--- config.mk ---
export PLATFORM = sky130hd
export DESIGN_NAME = encoder_wheel_sync_controller_flat
export DESIGN_NICKNAME = d
export VERILOG_FILES = /design/src/rtl/ews_pkg.sv /design/src/rtl/ews_if.sv /design/src/rtl/ews_div.sv /design/src/rtl/encoder_wheel_sync_controller.sv /design/src/flat_wrapper.sv
export SDC_FILE = /design/constraint.sdc
export NUM_CORES = 2
export LEC_CHECK = 0
export ABC_AREA = 1
export BUFFER_PORTS_ARGS = -buffer_cell sky130_fd_sc_hd__buf_4
export CORE_MARGIN = 5
export CORE_UTILIZATION = 58
export CTS_CLUSTER_SIZE = 8
export DETAILED_ROUTE_END_ITERATION = 10
export PLACE_DENSITY = 0.82
export SLEW_MARGIN = 20
export SYNTH_ARGS = -nofsm -noshare
export SYNTH_HDL_FRONTEND = slang
export SYNTH_SLANG_ARGS = --single-unit
--- constraint.sdc ---
create_clock -name clk -period 7.22 [get_ports clk]
set_clock_uncertainty 0.05 [all_clocks]
set_input_delay 1.805 -clock clk [delete_from_list [all_inputs] [get_ports clk]]
set_output_delay 1.805 -clock clk [all_outputs]
set_load 0.05 [all_outputs]
--- src/rtl/ews_pkg.sv ---
package ews_pkg;

	typedef logic signed [7:0]  speed_t;
	typedef logic signed [15:0] count_t;

	typedef enum logic [1:0] {
		FUNC_TICK       = 2'd0,
		FUNC_EDGE_LEFT  = 2'd1,
		FUNC_EDGE_RIGHT = 2'd2,
		FUNC_COMMAND    = 2'd3
	} func_t;

	typedef enum logic [2:0] {
		REG_ENCODER_GAIN = 3'd0,
		REG_GAIN_P       = 3'd1,
		REG_GAIN_I       = 3'd2,
		REG_MAX_SPEED    = 3'd3,
		REG_TICK_DIVIDER = 3'd4
	} reg_idx_t;

	typedef enum logic [3:0] {
		S_IDLE,
		S_DECODE,
		S_MUL_L,
		S_DIV_L,
		S_MUL_R,
		S_DIV_R,
		S_MUL_P,
		S_DIV_P,
		S_MUL_I,
		S_DIV_I,
		S_DRIVE,
		S_PUBLISH
	} state_t;

	typedef enum logic [1:0] {
		DIV_IDLE,
		DIV_RUN,
		DIV_FIX
	} div_state_t;

	localparam int APB_ADDR_W = 5;
	localparam int APB_DATA_W = 32;

	localparam int DIV_DIVIDEND_W     = 32;
	localparam int DIV_DIVISOR_W      = 11;
	localparam int DIV_BITS_PER_CYCLE = 2;
	localparam int QUOT_W             = 16;

	localparam logic signed [DIV_DIVISOR_W-1:0] SCALE_DIV = 11'sd1000;

	localparam logic [7:0] ENC_GAIN_RESET  = 8'd1;
	localparam logic [6:0] MAX_SPEED_RESET = 7'd127;

endpackage

--- src/rtl/ews_if.sv ---
interface ews_in_if;
	logic              valid;
	logic              ready;
	logic [1:0]        func;
	logic              sensor_a;
	logic              sensor_b;
	ews_pkg::speed_t   speed_left;
	ews_pkg::speed_t   speed_right;
	ews_pkg::count_t   target_left;
	ews_pkg::count_t   target_right;

	modport source (
		output valid, func, sensor_a, sensor_b, speed_left, speed_right,
		       target_left, target_right,
		input  ready
	);
	modport sink (
		input  valid, func, sensor_a, sensor_b, speed_left, speed_right,
		       target_left, target_right,
		output ready
	);
endinterface

interface ews_out_if;
	logic              valid;
	logic              ready;
	ews_pkg::speed_t   drive_left;
	ews_pkg::speed_t   drive_right;
	logic              target_hit;
	ews_pkg::count_t   count_left;
	ews_pkg::count_t   count_right;

	modport source (
		output valid, drive_left, drive_right, target_hit, count_left, count_right,
		input  ready
	);
	modport sink (
		input  valid, drive_left, drive_right, target_hit, count_left, count_right,
		output ready
	);
endinterface

--- src/rtl/ews_div.sv ---
module ews_div (
	input  logic                                       clk,
	input  logic                                       arst_n,
	input  logic                                       start,
	input  logic signed [ews_pkg::DIV_DIVIDEND_W-1:0]  dividend,
	input  logic signed [ews_pkg::DIV_DIVISOR_W-1:0]   divisor,
	output logic                                       done,
	output logic signed [ews_pkg::QUOT_W-1:0]          quotient
);

	localparam int W     = ews_pkg::DIV_DIVIDEND_W;
	localparam int DW    = ews_pkg::DIV_DIVISOR_W;
	localparam int QW    = ews_pkg::QUOT_W;
	localparam int BPC   = ews_pkg::DIV_BITS_PER_CYCLE;
	localparam int ITER  = W / BPC;
	localparam int CNT_W = $clog2(ITER);

	ews_pkg::div_state_t state_q, state_n;

	logic [W-1:0]     work_q, work_n, dend_mag;
	logic [DW-1:0]    rem_q, rem_n, dmag_q, dsor_mag;
	logic             neg_q;
	logic [CNT_W-1:0] cnt_q;
	logic [QW-1:0]    quot_q;
	logic             done_q;

	assign dend_mag = dividend[W-1] ? $unsigned(-dividend) : $unsigned(dividend);
	assign dsor_mag = divisor[DW-1] ? $unsigned(-divisor) : $unsigned(divisor);

	// Restoring division, several quotient bits per cycle on magnitudes.
	always_comb begin
		logic [DW-1:0] rem_v;
		logic [W-1:0]  work_v;
		logic [DW:0]   trial;
		rem_v  = rem_q;
		work_v = work_q;
		for (int k = 0; k < BPC; k++) begin
			trial  = {rem_v, work_v[W-1]};
			work_v = {work_v[W-2:0], 1'b0};
			if (trial >= {1'b0, dmag_q}) begin
				trial     = trial - {1'b0, dmag_q};
				work_v[0] = 1'b1;
			end
			rem_v = trial[DW-1:0];
		end
		rem_n  = rem_v;
		work_n = work_v;
	end

	always_ff @(posedge clk or negedge arst_n) begin
		if (!arst_n) begin
			state_q <= ews_pkg::DIV_IDLE;
		end else begin
			state_q <= state_n;
		end
	end

	always_comb begin
		state_n = state_q;
		case (state_q)
			ews_pkg::DIV_IDLE: begin
				if (start) state_n = ews_pkg::DIV_RUN;
			end
			ews_pkg::DIV_RUN: begin
				if (cnt_q == CNT_W'(ITER - 1)) state_n = ews_pkg::DIV_FIX;
			end
			ews_pkg::DIV_FIX: begin
				state_n = ews_pkg::DIV_IDLE;
			end
			default: begin
				state_n = ews_pkg::DIV_IDLE;
			end
		endcase
	end

	always_ff @(posedge clk or negedge arst_n) begin
		if (!arst_n) begin
			cnt_q  <= '0;
			done_q <= 1'b0;
		end else begin
			done_q <= (state_q == ews_pkg::DIV_FIX);
			if (state_q == ews_pkg::DIV_IDLE && start) begin
				cnt_q <= '0;
			end else if (state_q == ews_pkg::DIV_RUN) begin
				cnt_q <= cnt_q + 1'b1;
			end
		end
	end

	always_ff @(posedge clk) begin
		if (state_q == ews_pkg::DIV_IDLE && start) begin
			work_q <= dend_mag;
			rem_q  <= '0;
			dmag_q <= dsor_mag;
			neg_q  <= dividend[W-1] ^ divisor[DW-1];
		end else if (state_q == ews_pkg::DIV_RUN) begin
			work_q <= work_n;
			rem_q  <= rem_n;
		end
		if (state_q == ews_pkg::DIV_FIX) begin
			quot_q <= neg_q ? (~work_q[QW-1:0] + 1'b1) : work_q[QW-1:0];
		end
	end

	assign done     = done_q;
	assign quotient = quot_q;

endmodule

--- src/rtl/encoder_wheel_sync_controller.sv ---
// Two-wheel drive controller: encoder edge requests move a 16-bit wheel count, command
// requests load speeds and count targets, and tick requests check the targets and run the
// PI wheel balancing step. One request is in work at a time. Edge, command and plain tick
// requests go from the decode state straight to the publish state. A tick that runs the PI
// step uses the shared 16 by 16 multiplier and the shared serial divider, which is used four
// times per step at two quotient bits a cycle; each use is a multiplier state followed by a
// divider state that waits for the divider to finish. A finished result waits in the output
// register while the next request is accepted; input stalls while a request is in work, and
// a request cannot be published while a further result is still waiting.
module encoder_wheel_sync_controller (
	input  logic                             clk,
	input  logic                             arst_n,
	ews_in_if.sink                           item,
	ews_out_if.source                        result,
	input  logic                             psel,
	input  logic                             penable,
	input  logic                             pwrite,
	input  logic [ews_pkg::APB_ADDR_W-1:0]   paddr,
	input  logic [ews_pkg::APB_DATA_W-1:0]   pwdata,
	output logic [ews_pkg::APB_DATA_W-1:0]   prdata,
	output logic                             pready
);

	ews_pkg::state_t state_q, state_n;

	logic [7:0]      enc_gain_q;
	ews_pkg::count_t gain_p_q;
	ews_pkg::count_t gain_i_q;
	logic [6:0]      max_speed_q;
	logic [15:0]     tick_div_q;

	ews_pkg::count_t left_count_q, right_count_q, left_prev_q, right_prev_q;
	logic [15:0]     tick_count_q;
	ews_pkg::count_t integral_q;
	ews_pkg::speed_t speed_l_q, speed_r_q, drive_l_q, drive_r_q;
	ews_pkg::count_t target_l_q, target_r_q;
	logic            hit_q;

	logic [1:0]      func_q;
	logic            same_q;
	ews_pkg::speed_t cmd_speed_l_q, cmd_speed_r_q;
	ews_pkg::count_t cmd_target_l_q, cmd_target_r_q;

	logic signed [31:0] prod_q, product;
	ews_pkg::count_t    mul_a, mul_b;
	ews_pkg::count_t    quot_l_q, err_q, p_q;
	logic               start_q;
	logic signed [ews_pkg::DIV_DIVISOR_W-1:0] divisor;
	logic               div_done;
	ews_pkg::count_t    div_quot;

	ews_pkg::speed_t res_drive_l_q, res_drive_r_q;
	logic            res_hit_q;
	ews_pkg::count_t res_count_l_q, res_count_r_q;
	logic            res_valid_q;

	logic            accept, pub_fire, hit_now, speeds_on, pi_go, cfg_write;
	ews_pkg::count_t dl, dr, sum_r, sum_l;

	function automatic logic reached(input ews_pkg::count_t t, input ews_pkg::count_t c);
		return (t > 0 && c >= t) || (t < 0 && c <= t);
	endfunction

	function automatic ews_pkg::speed_t clamp_drive(input ews_pkg::count_t v,
	                                                input logic [6:0] lim);
		ews_pkg::count_t hi, lo;
		hi = $signed({9'b0, lim});
		lo = -hi;
		if (v > hi) return hi[7:0];
		else if (v < lo) return lo[7:0];
		else return v[7:0];
	endfunction

	assign accept    = item.valid && item.ready;
	assign hit_now   = reached(target_r_q, right_count_q) || reached(target_l_q, left_count_q);
	assign speeds_on = (speed_l_q != 0) && (speed_r_q != 0);
	assign pi_go     = (func_q == ews_pkg::FUNC_TICK) && !hit_now && speeds_on &&
	                   (tick_count_q >= tick_div_q);
	assign dl        = left_count_q - left_prev_q;
	assign dr        = right_count_q - right_prev_q;
	assign sum_r     = 16'(speed_r_q) + p_q + integral_q;
	assign sum_l     = 16'(speed_l_q) - p_q - integral_q;

	always_comb begin
		case (state_q)
			ews_pkg::S_MUL_R: begin
				mul_a = dr;
				mul_b = $signed({8'b0, enc_gain_q});
			end
			ews_pkg::S_MUL_P: begin
				mul_a = err_q;
				mul_b = gain_p_q;
			end
			ews_pkg::S_MUL_I: begin
				mul_a = err_q;
				mul_b = gain_i_q;
			end
			default: begin
				mul_a = dl;
				mul_b = $signed({8'b0, enc_gain_q});
			end
		endcase
	end

	assign product = mul_a * mul_b;

	always_comb begin
		case (state_q)
			ews_pkg::S_DIV_L: divisor = ews_pkg::DIV_DIVISOR_W'(speed_l_q);
			ews_pkg::S_DIV_R: divisor = ews_pkg::DIV_DIVISOR_W'(speed_r_q);
			default:          divisor = ews_pkg::SCALE_DIV;
		endcase
	end

	ews_div u_div (
		.clk      (clk),
		.arst_n   (arst_n),
		.start    (start_q),
		.dividend (prod_q),
		.divisor  (divisor),
		.done     (div_done),
		.quotient (div_quot)
	);

	always_ff @(posedge clk or negedge arst_n) begin
		if (!arst_n) begin
			state_q <= ews_pkg::S_IDLE;
		end else begin
			state_q <= state_n;
		end
	end

	always_comb begin
		state_n    = state_q;
		item.ready = 1'b0;
		pub_fire   = 1'b0;
		case (state_q)
			ews_pkg::S_IDLE: begin
				item.ready = 1'b1;
				if (item.valid) state_n = ews_pkg::S_DECODE;
			end
			ews_pkg::S_DECODE: begin
				state_n = pi_go ? ews_pkg::S_MUL_L : ews_pkg::S_PUBLISH;
			end
			ews_pkg::S_MUL_L: state_n = ews_pkg::S_DIV_L;
			ews_pkg::S_DIV_L: begin
				if (div_done) state_n = ews_pkg::S_MUL_R;
			end
			ews_pkg::S_MUL_R: state_n = ews_pkg::S_DIV_R;
			ews_pkg::S_DIV_R: begin
				if (div_done) state_n = ews_pkg::S_MUL_P;
			end
			ews_pkg::S_MUL_P: state_n = ews_pkg::S_DIV_P;
			ews_pkg::S_DIV_P: begin
				if (div_done) state_n = ews_pkg::S_MUL_I;
			end
			ews_pkg::S_MUL_I: state_n = ews_pkg::S_DIV_I;
			ews_pkg::S_DIV_I: begin
				if (div_done) state_n = ews_pkg::S_DRIVE;
			end
			ews_pkg::S_DRIVE: state_n = ews_pkg::S_PUBLISH;
			ews_pkg::S_PUBLISH: begin
				if (!res_valid_q || result.ready) begin
					pub_fire = 1'b1;
					state_n  = ews_pkg::S_IDLE;
				end
			end
			default: state_n = ews_pkg::S_IDLE;
		endcase
	end

	always_ff @(posedge clk or negedge arst_n) begin
		if (!arst_n) begin
			left_count_q  <= '0;
			right_count_q <= '0;
			left_prev_q   <= '0;
			right_prev_q  <= '0;
			tick_count_q  <= '0;
			integral_q    <= '0;
			speed_l_q     <= '0;
			speed_r_q     <= '0;
			target_l_q    <= '0;
			target_r_q    <= '0;
			drive_l_q     <= '0;
			drive_r_q     <= '0;
			hit_q         <= 1'b0;
			start_q       <= 1'b0;
			res_valid_q   <= 1'b0;
		end else begin
			start_q <= (state_q == ews_pkg::S_MUL_L) || (state_q == ews_pkg::S_MUL_R) ||
			           (state_q == ews_pkg::S_MUL_P) || (state_q == ews_pkg::S_MUL_I);

			if (pub_fire) res_valid_q <= 1'b1;
			else if (result.ready) res_valid_q <= 1'b0;

			case (state_q)
				ews_pkg::S_DECODE: begin
					hit_q <= 1'b0;
					case (func_q)
						ews_pkg::FUNC_TICK: begin
							if (hit_now) begin
								// Stopping on a target leaves the drives at zero.
								hit_q        <= 1'b1;
								speed_l_q    <= '0;
								speed_r_q    <= '0;
								target_l_q   <= '0;
								target_r_q   <= '0;
								drive_l_q    <= '0;
								drive_r_q    <= '0;
								left_prev_q  <= left_count_q;
								right_prev_q <= right_count_q;
							end else if (speeds_on) begin
								if (tick_count_q >= tick_div_q) tick_count_q <= '0;
								else tick_count_q <= tick_count_q + 1'b1;
							end else begin
								left_prev_q  <= left_count_q;
								right_prev_q <= right_count_q;
								drive_l_q    <= speed_l_q;
								drive_r_q    <= speed_r_q;
							end
						end
						ews_pkg::FUNC_EDGE_LEFT: begin
							left_count_q <= same_q ? left_count_q + 16'sd1
							                       : left_count_q - 16'sd1;
						end
						ews_pkg::FUNC_EDGE_RIGHT: begin
							right_count_q <= same_q ? right_count_q + 16'sd1
							                        : right_count_q - 16'sd1;
						end
						default: begin
							speed_l_q  <= cmd_speed_l_q;
							speed_r_q  <= cmd_speed_r_q;
							target_l_q <= cmd_target_l_q;
							target_r_q <= cmd_target_r_q;
						end
					endcase
				end
				ews_pkg::S_DIV_I: begin
					if (div_done) integral_q <= integral_q + div_quot;
				end
				ews_pkg::S_DRIVE: begin
					drive_r_q    <= clamp_drive(sum_r, max_speed_q);
					drive_l_q    <= clamp_drive(sum_l, max_speed_q);
					left_prev_q  <= left_count_q;
					right_prev_q <= right_count_q;
				end
				default: begin
				end
			endcase
		end
	end

	always_ff @(posedge clk) begin
		if (accept) begin
			func_q         <= item.func;
			same_q         <= (item.sensor_a == item.sensor_b);
			cmd_speed_l_q  <= item.speed_left;
			cmd_speed_r_q  <= item.speed_right;
			cmd_target_l_q <= item.target_left;
			cmd_target_r_q <= item.target_right;
		end
		if ((state_q == ews_pkg::S_MUL_L) || (state_q == ews_pkg::S_MUL_R) ||
		    (state_q == ews_pkg::S_MUL_P) || (state_q == ews_pkg::S_MUL_I)) begin
			prod_q <= product;
		end
		if (div_done) begin
			case (state_q)
				ews_pkg::S_DIV_L: quot_l_q <= div_quot;
				ews_pkg::S_DIV_R: err_q    <= quot_l_q - div_quot;
				ews_pkg::S_DIV_P: p_q      <= div_quot;
				default: begin
				end
			endcase
		end
		if (pub_fire) begin
			res_drive_l_q <= drive_l_q;
			res_drive_r_q <= drive_r_q;
			res_hit_q     <= hit_q;
			res_count_l_q <= left_count_q;
			res_count_r_q <= right_count_q;
		end
	end

	assign result.valid       = res_valid_q;
	assign result.drive_left  = res_drive_l_q;
	assign result.drive_right = res_drive_r_q;
	assign result.target_hit  = res_hit_q;
	assign result.count_left  = res_count_l_q;
	assign result.count_right = res_count_r_q;

	assign cfg_write = psel && penable && pwrite && pready;
	assign pready    = 1'b1;

	always_ff @(posedge clk or negedge arst_n) begin
		if (!arst_n) begin
			enc_gain_q  <= ews_pkg::ENC_GAIN_RESET;
			gain_p_q    <= '0;
			gain_i_q    <= '0;
			max_speed_q <= ews_pkg::MAX_SPEED_RESET;
			tick_div_q  <= '0;
		end else if (cfg_write) begin
			case (paddr[4:2])
				ews_pkg::REG_ENCODER_GAIN: enc_gain_q  <= pwdata[7:0];
				ews_pkg::REG_GAIN_P:       gain_p_q    <= pwdata[15:0];
				ews_pkg::REG_GAIN_I:       gain_i_q    <= pwdata[15:0];
				ews_pkg::REG_MAX_SPEED:    max_speed_q <= pwdata[6:0];
				ews_pkg::REG_TICK_DIVIDER: tick_div_q  <= pwdata[15:0];
				default: begin
				end
			endcase
		end
	end

	always_comb begin
		case (paddr[4:2])
			ews_pkg::REG_ENCODER_GAIN: prdata = {24'b0, enc_gain_q};
			ews_pkg::REG_GAIN_P:       prdata = {16'b0, gain_p_q};
			ews_pkg::REG_GAIN_I:       prdata = {16'b0, gain_i_q};
			ews_pkg::REG_MAX_SPEED:    prdata = {25'b0, max_speed_q};
			ews_pkg::REG_TICK_DIVIDER: prdata = {16'b0, tick_div_q};
			default:                   prdata = '0;
		endcase
	end

endmodule

--- src/flat_wrapper.sv ---
// flat-port wrapper written by rule: the top's interface ports become plain ports
module encoder_wheel_sync_controller_flat 
  (clk, arst_n, psel, penable, pwrite, paddr, pwdata, prdata, pready, item_valid, item_func, item_sensor_a, item_sensor_b, item_speed_left, item_speed_right, item_target_left, item_target_right, item_ready, result_valid, result_drive_left, result_drive_right, result_target_hit, result_count_left, result_count_right, result_ready);
  ews_in_if item_i ();
  ews_out_if result_i ();
  input  logic clk;
  input  logic arst_n;
  input  logic psel;
  input  logic penable;
  input  logic pwrite;
  input  logic [ews_pkg::APB_ADDR_W-1:0] paddr;
  input  logic [ews_pkg::APB_DATA_W-1:0] pwdata;
  output logic [ews_pkg::APB_DATA_W-1:0] prdata;
  output logic pready;
  input wire logic [$bits(item_i.valid)-1:0] item_valid;
  input wire logic [$bits(item_i.func)-1:0] item_func;
  input wire logic [$bits(item_i.sensor_a)-1:0] item_sensor_a;
  input wire logic [$bits(item_i.sensor_b)-1:0] item_sensor_b;
  input wire logic [$bits(item_i.speed_left)-1:0] item_speed_left;
  input wire logic [$bits(item_i.speed_right)-1:0] item_speed_right;
  input wire logic [$bits(item_i.target_left)-1:0] item_target_left;
  input wire logic [$bits(item_i.target_right)-1:0] item_target_right;
  output wire logic [$bits(item_i.ready)-1:0] item_ready;
  output wire logic [$bits(result_i.valid)-1:0] result_valid;
  output wire logic [$bits(result_i.drive_left)-1:0] result_drive_left;
  output wire logic [$bits(result_i.drive_right)-1:0] result_drive_right;
  output wire logic [$bits(result_i.target_hit)-1:0] result_target_hit;
  output wire logic [$bits(result_i.count_left)-1:0] result_count_left;
  output wire logic [$bits(result_i.count_right)-1:0] result_count_right;
  input wire logic [$bits(result_i.ready)-1:0] result_ready;
  assign item_i.valid = item_valid;
  assign item_i.func = item_func;
  assign item_i.sensor_a = item_sensor_a;
  assign item_i.sensor_b = item_sensor_b;
  assign item_i.speed_left = item_speed_left;
  assign item_i.speed_right = item_speed_right;
  assign item_i.target_left = item_target_left;
  assign item_i.target_right = item_target_right;
  assign item_ready = item_i.ready;
  assign result_valid = result_i.valid;
  assign result_drive_left = result_i.drive_left;
  assign result_drive_right = result_i.drive_right;
  assign result_target_hit = result_i.target_hit;
  assign result_count_left = result_i.count_left;
  assign result_count_right = result_i.count_right;
  assign result_i.ready = result_ready;
  encoder_wheel_sync_controller u_core (.clk(clk), .arst_n(arst_n), .item(item_i), .result(result_i), .psel(psel), .penable(penable), .pwrite(pwrite), .paddr(paddr), .pwdata(pwdata), .prdata(prdata), .pready(pready));
endmodule
==> impl_results.md <==
* Number of synthesized flops with an enable pin at 240
* Final TNS setup at -2230 ps
* MaxCap Viol Count at 0
* Antenna violations before repair at 0
* Core area at 69900 µm²
* Max Slew Vio Count at 0
* Die height at 275 µm
* Post-synth cell types at 62
* Worst R2R Path Depth at 34
* Synth Area in Simple Gates at 0.183
* Layout overhead on the synthesized area at 19.2%
* Non-Filler Instances at 6309
* Worst-path maximum fanout at 6
* Pin count of the biggest net entering global routing at 120
* CP peak stage delay at 640 ps
* Top flop regs: u_core.prod_q: 32 flops, u_core.u_div.work_q: 32 flops
* Layout cell share with drive strength beyond 1 at 0.167
* Fin crit period at 7620 ps
* Row count at 97
* # fillers at 5102
* Clk slew on worst S/H paths at 50 ps
* Crit. End Element: register
* CTS tree: yes
* Routed Wire Length at 117000 µm
* CP required at 7500 ps
* Worst reg-to-reg setup slack at -400 ps
* Complex-gate fraction of the synthesized area at 0.103
* Worst Setup Path Type: reg -> reg
* IO Port Bufs at 144
* Routed WL per cell at 18.5 µm
* FF+latch count, synth at 488
* PnR worst setup slack at -395 ps
* Hold Path Depth at 0
* Ant. Diodes at 0
* Die area at 75700 µm²
* Syn_area_per_cell at 8.41 µm²
* CP Depth at 34
* Register area at 13400 µm²
* GRT Util Overall at 0.298
* Num CTS Buffers at 71
* Yosys top cell area share at 0.177
* CP arrival at 7890 ps
* CP delay by family, top: adder cells
* Top area cells in the synthesized netlist: edfxtp_1, fa_1, dfrtp_1
* Initial core utilization at 0.583
* Synth async-reset ratio at 0.486
* Setup crit start kind: register
* Hold path start: u_core.drive_l_q[7]$_DFFE_PN0P_
* Xor and xnor area share after synthesis at 0.0412
* # H-tree levels at 3
* Failing checks: setup timing
* Yosys synthesis warning count at 0
* Max_slew headroom at 0.263
* Status: finished, violations left
* DR vias at 35.4k
* Drt initial violations at 3110
* Crit. Startpoint: u_core.right_prev_q[10]$_DFFE_PN0P_
* Post-synth top flop: edfxtp_1
* Worst path bufs/invs at 10
* Cells after Synth at 4845
* Drt drc at 0
* Overflow after GRT at 0
* Worst skew pair latency at 620 ps
* Hold_buf cts at 0
* Clk root buf: clkbuf_16
* Nets at 6041
* Post-Synth Adder-Cell Area at 0.248
* Synthesized area at 40800 µm²
* CTS Sinks at 488
* Post-synthesis sequential area ratio at 0.328
* GPL Wtd Cong at 0.987
* Detailed Routing Iterations Pass 1 at 8
* Final setup fails at 12
* Final Hold Viols at 0
* Least-Margin Pin Slew at 1100 ps
* Main combinational cell family by area after synthesis: adder cells
* Routed Antenna Nets at 0
* Hpwl dp at 86600 µm
* Vias in the first global route at 35.7k
* First-pass GRT wire length at 182000 µm
* Fin crit share at 1.05
* Avg Vias per Cell at 5.61
* Ports at 180
* Achievable frequency at 131 MHz
* Multi-input gate area at 24500 µm²
* Leading area contributor after synthesis: edfxtp_1
* RSZ-0062 raised after global routing: yes
* Placed insts at 6148
* Die X at 275 µm
* Max Root-Sink Buffers at 3
* FF-to-FF Start: u_core.right_prev_q[10]$_DFFE_PN0P_
* Worst min path class: reg -> reg
* Post-synthesis mux area share at 0.000246
* Slowest CP cell: fa_2
-- per-layer routing --
layer	GRT usage	routed length, µm
met1	0.383	45000
met4	0.122	6020
met3	0.0566	9950
met5	0	0
met2	0.499	55700
-- stage by stage --
step / setup slack (ps) / hold WS (ps) / cell area [µm²] / util
3_5_place_dp: -533 / 383 / 45100 / 0.645
5_1_grt: -603 / 402 / 48600 / 0.695
2_1_floorplan: -26.0 / 375 / 40800 / -
6_report: -395 / 395 / 48600 / 0.695
4_1_cts: -39.4 / 395 / 47800 / 0.683
3_3_place_gp: -400 / 381 / 45100 / 0.645
-- cell type report --
class,count,share of cell area
clock buffers,117,0.0412
repair buffers,497,0.0832
multi-input cells,3376,0.505
clock inverters,6,0.00286
well taps,940,0.0242
inverters,885,0.0689
flip-flops and latches,488,0.275
-- layout by cell type (no fill, tap or decap), types with 15 or more instances in the layout --
master,n
buf_4,462
inv_1,840
clkbuf_16,72
xnor2_1,59
clkbuf_1,42
inv_2,34
nand4_1,45
o21ai_2,53
buf_12,18
a21oi_1,193
ha_4,23
nand2_2,68
nor2_1,314
ha_1,300
dfrtp_1,229
nor3_1,44
o221ai_1,15
nand2_1,1042
nor4_1,16
a31oi_1,18
o22ai_1,16
o21ai_1,23
o21ai_0,295
edfxtp_1,240
a21oi_2,28
nand3_1,191
fa_1,292
conb_1,18
nor2_2,17
xor2_1,131
-- kinds of logic after synthesis --
kind of cell,count (synthesis)
xor+xnor,192
flops,488
fa+ha+maj,626
mux,1
simple gates,1801
other cells,2
buf+inv,997
compound gates,738
-- synthesized netlist by cell type, types with 11 or more instances --
| cell | number |
|---|---|
| o221ai_1 | 15 |
| o21ai_0 | 318 |
| dfxtp_1 | 11 |
| o21ai_1 | 15 |
| buf_4 | 20 |
| a21oi_1 | 227 |
| nand2_2 | 46 |
| o21bai_1 | 11 |
| xnor2_1 | 60 |
| a21o_1 | 11 |
| inv_1 | 874 |
| xor2_1 | 132 |
| dfrtp_1 | 229 |
| o21a_1 | 12 |
| o21ai_2 | 41 |
| nor4_1 | 19 |
| o22ai_1 | 16 |
| nand2_1 | 1072 |
| ha_1 | 325 |
| nor2_1 | 332 |
| fa_1 | 301 |
| clkbuf_1 | 62 |
| nand3_1 | 201 |
| o31ai_1 | 13 |
| buf_2 | 21 |
| or2_2 | 13 |
| nor3_1 | 50 |
| edfxtp_1 | 240 |
| a31oi_1 | 18 |
| nand4_1 | 45 |
-- what timing repair did --
action	in CTS	in global routing
cloned	0	0
resized for setup	100	164
endpoints found under the setup margin	20	20
pin swaps	44	83
buffers inserted	15	25
-- worst paths after layout --
| check | endpoint |
|---|---|
| max | u_core.prod_q[28]$_DFFE_PP_ |
| min | u_core.result.drive_left[7]$_DFFE_PP_ |
| max reg2reg | u_core.prod_q[28]$_DFFE_PP_ |
| min reg2reg | u_core.result.drive_left[7]$_DFFE_PP_ |
| max in group asynchronous | u_core.gain_i_q[13]$_DFFE_PN0P_ |
| min in group asynchronous | u_core.speed_l_q[7]$_DFFE_PN0P_ |
Power is left out: the tool's default activity adds up to more than one toggle a clock period on the data nets, which glitch-free logic cannot reach.
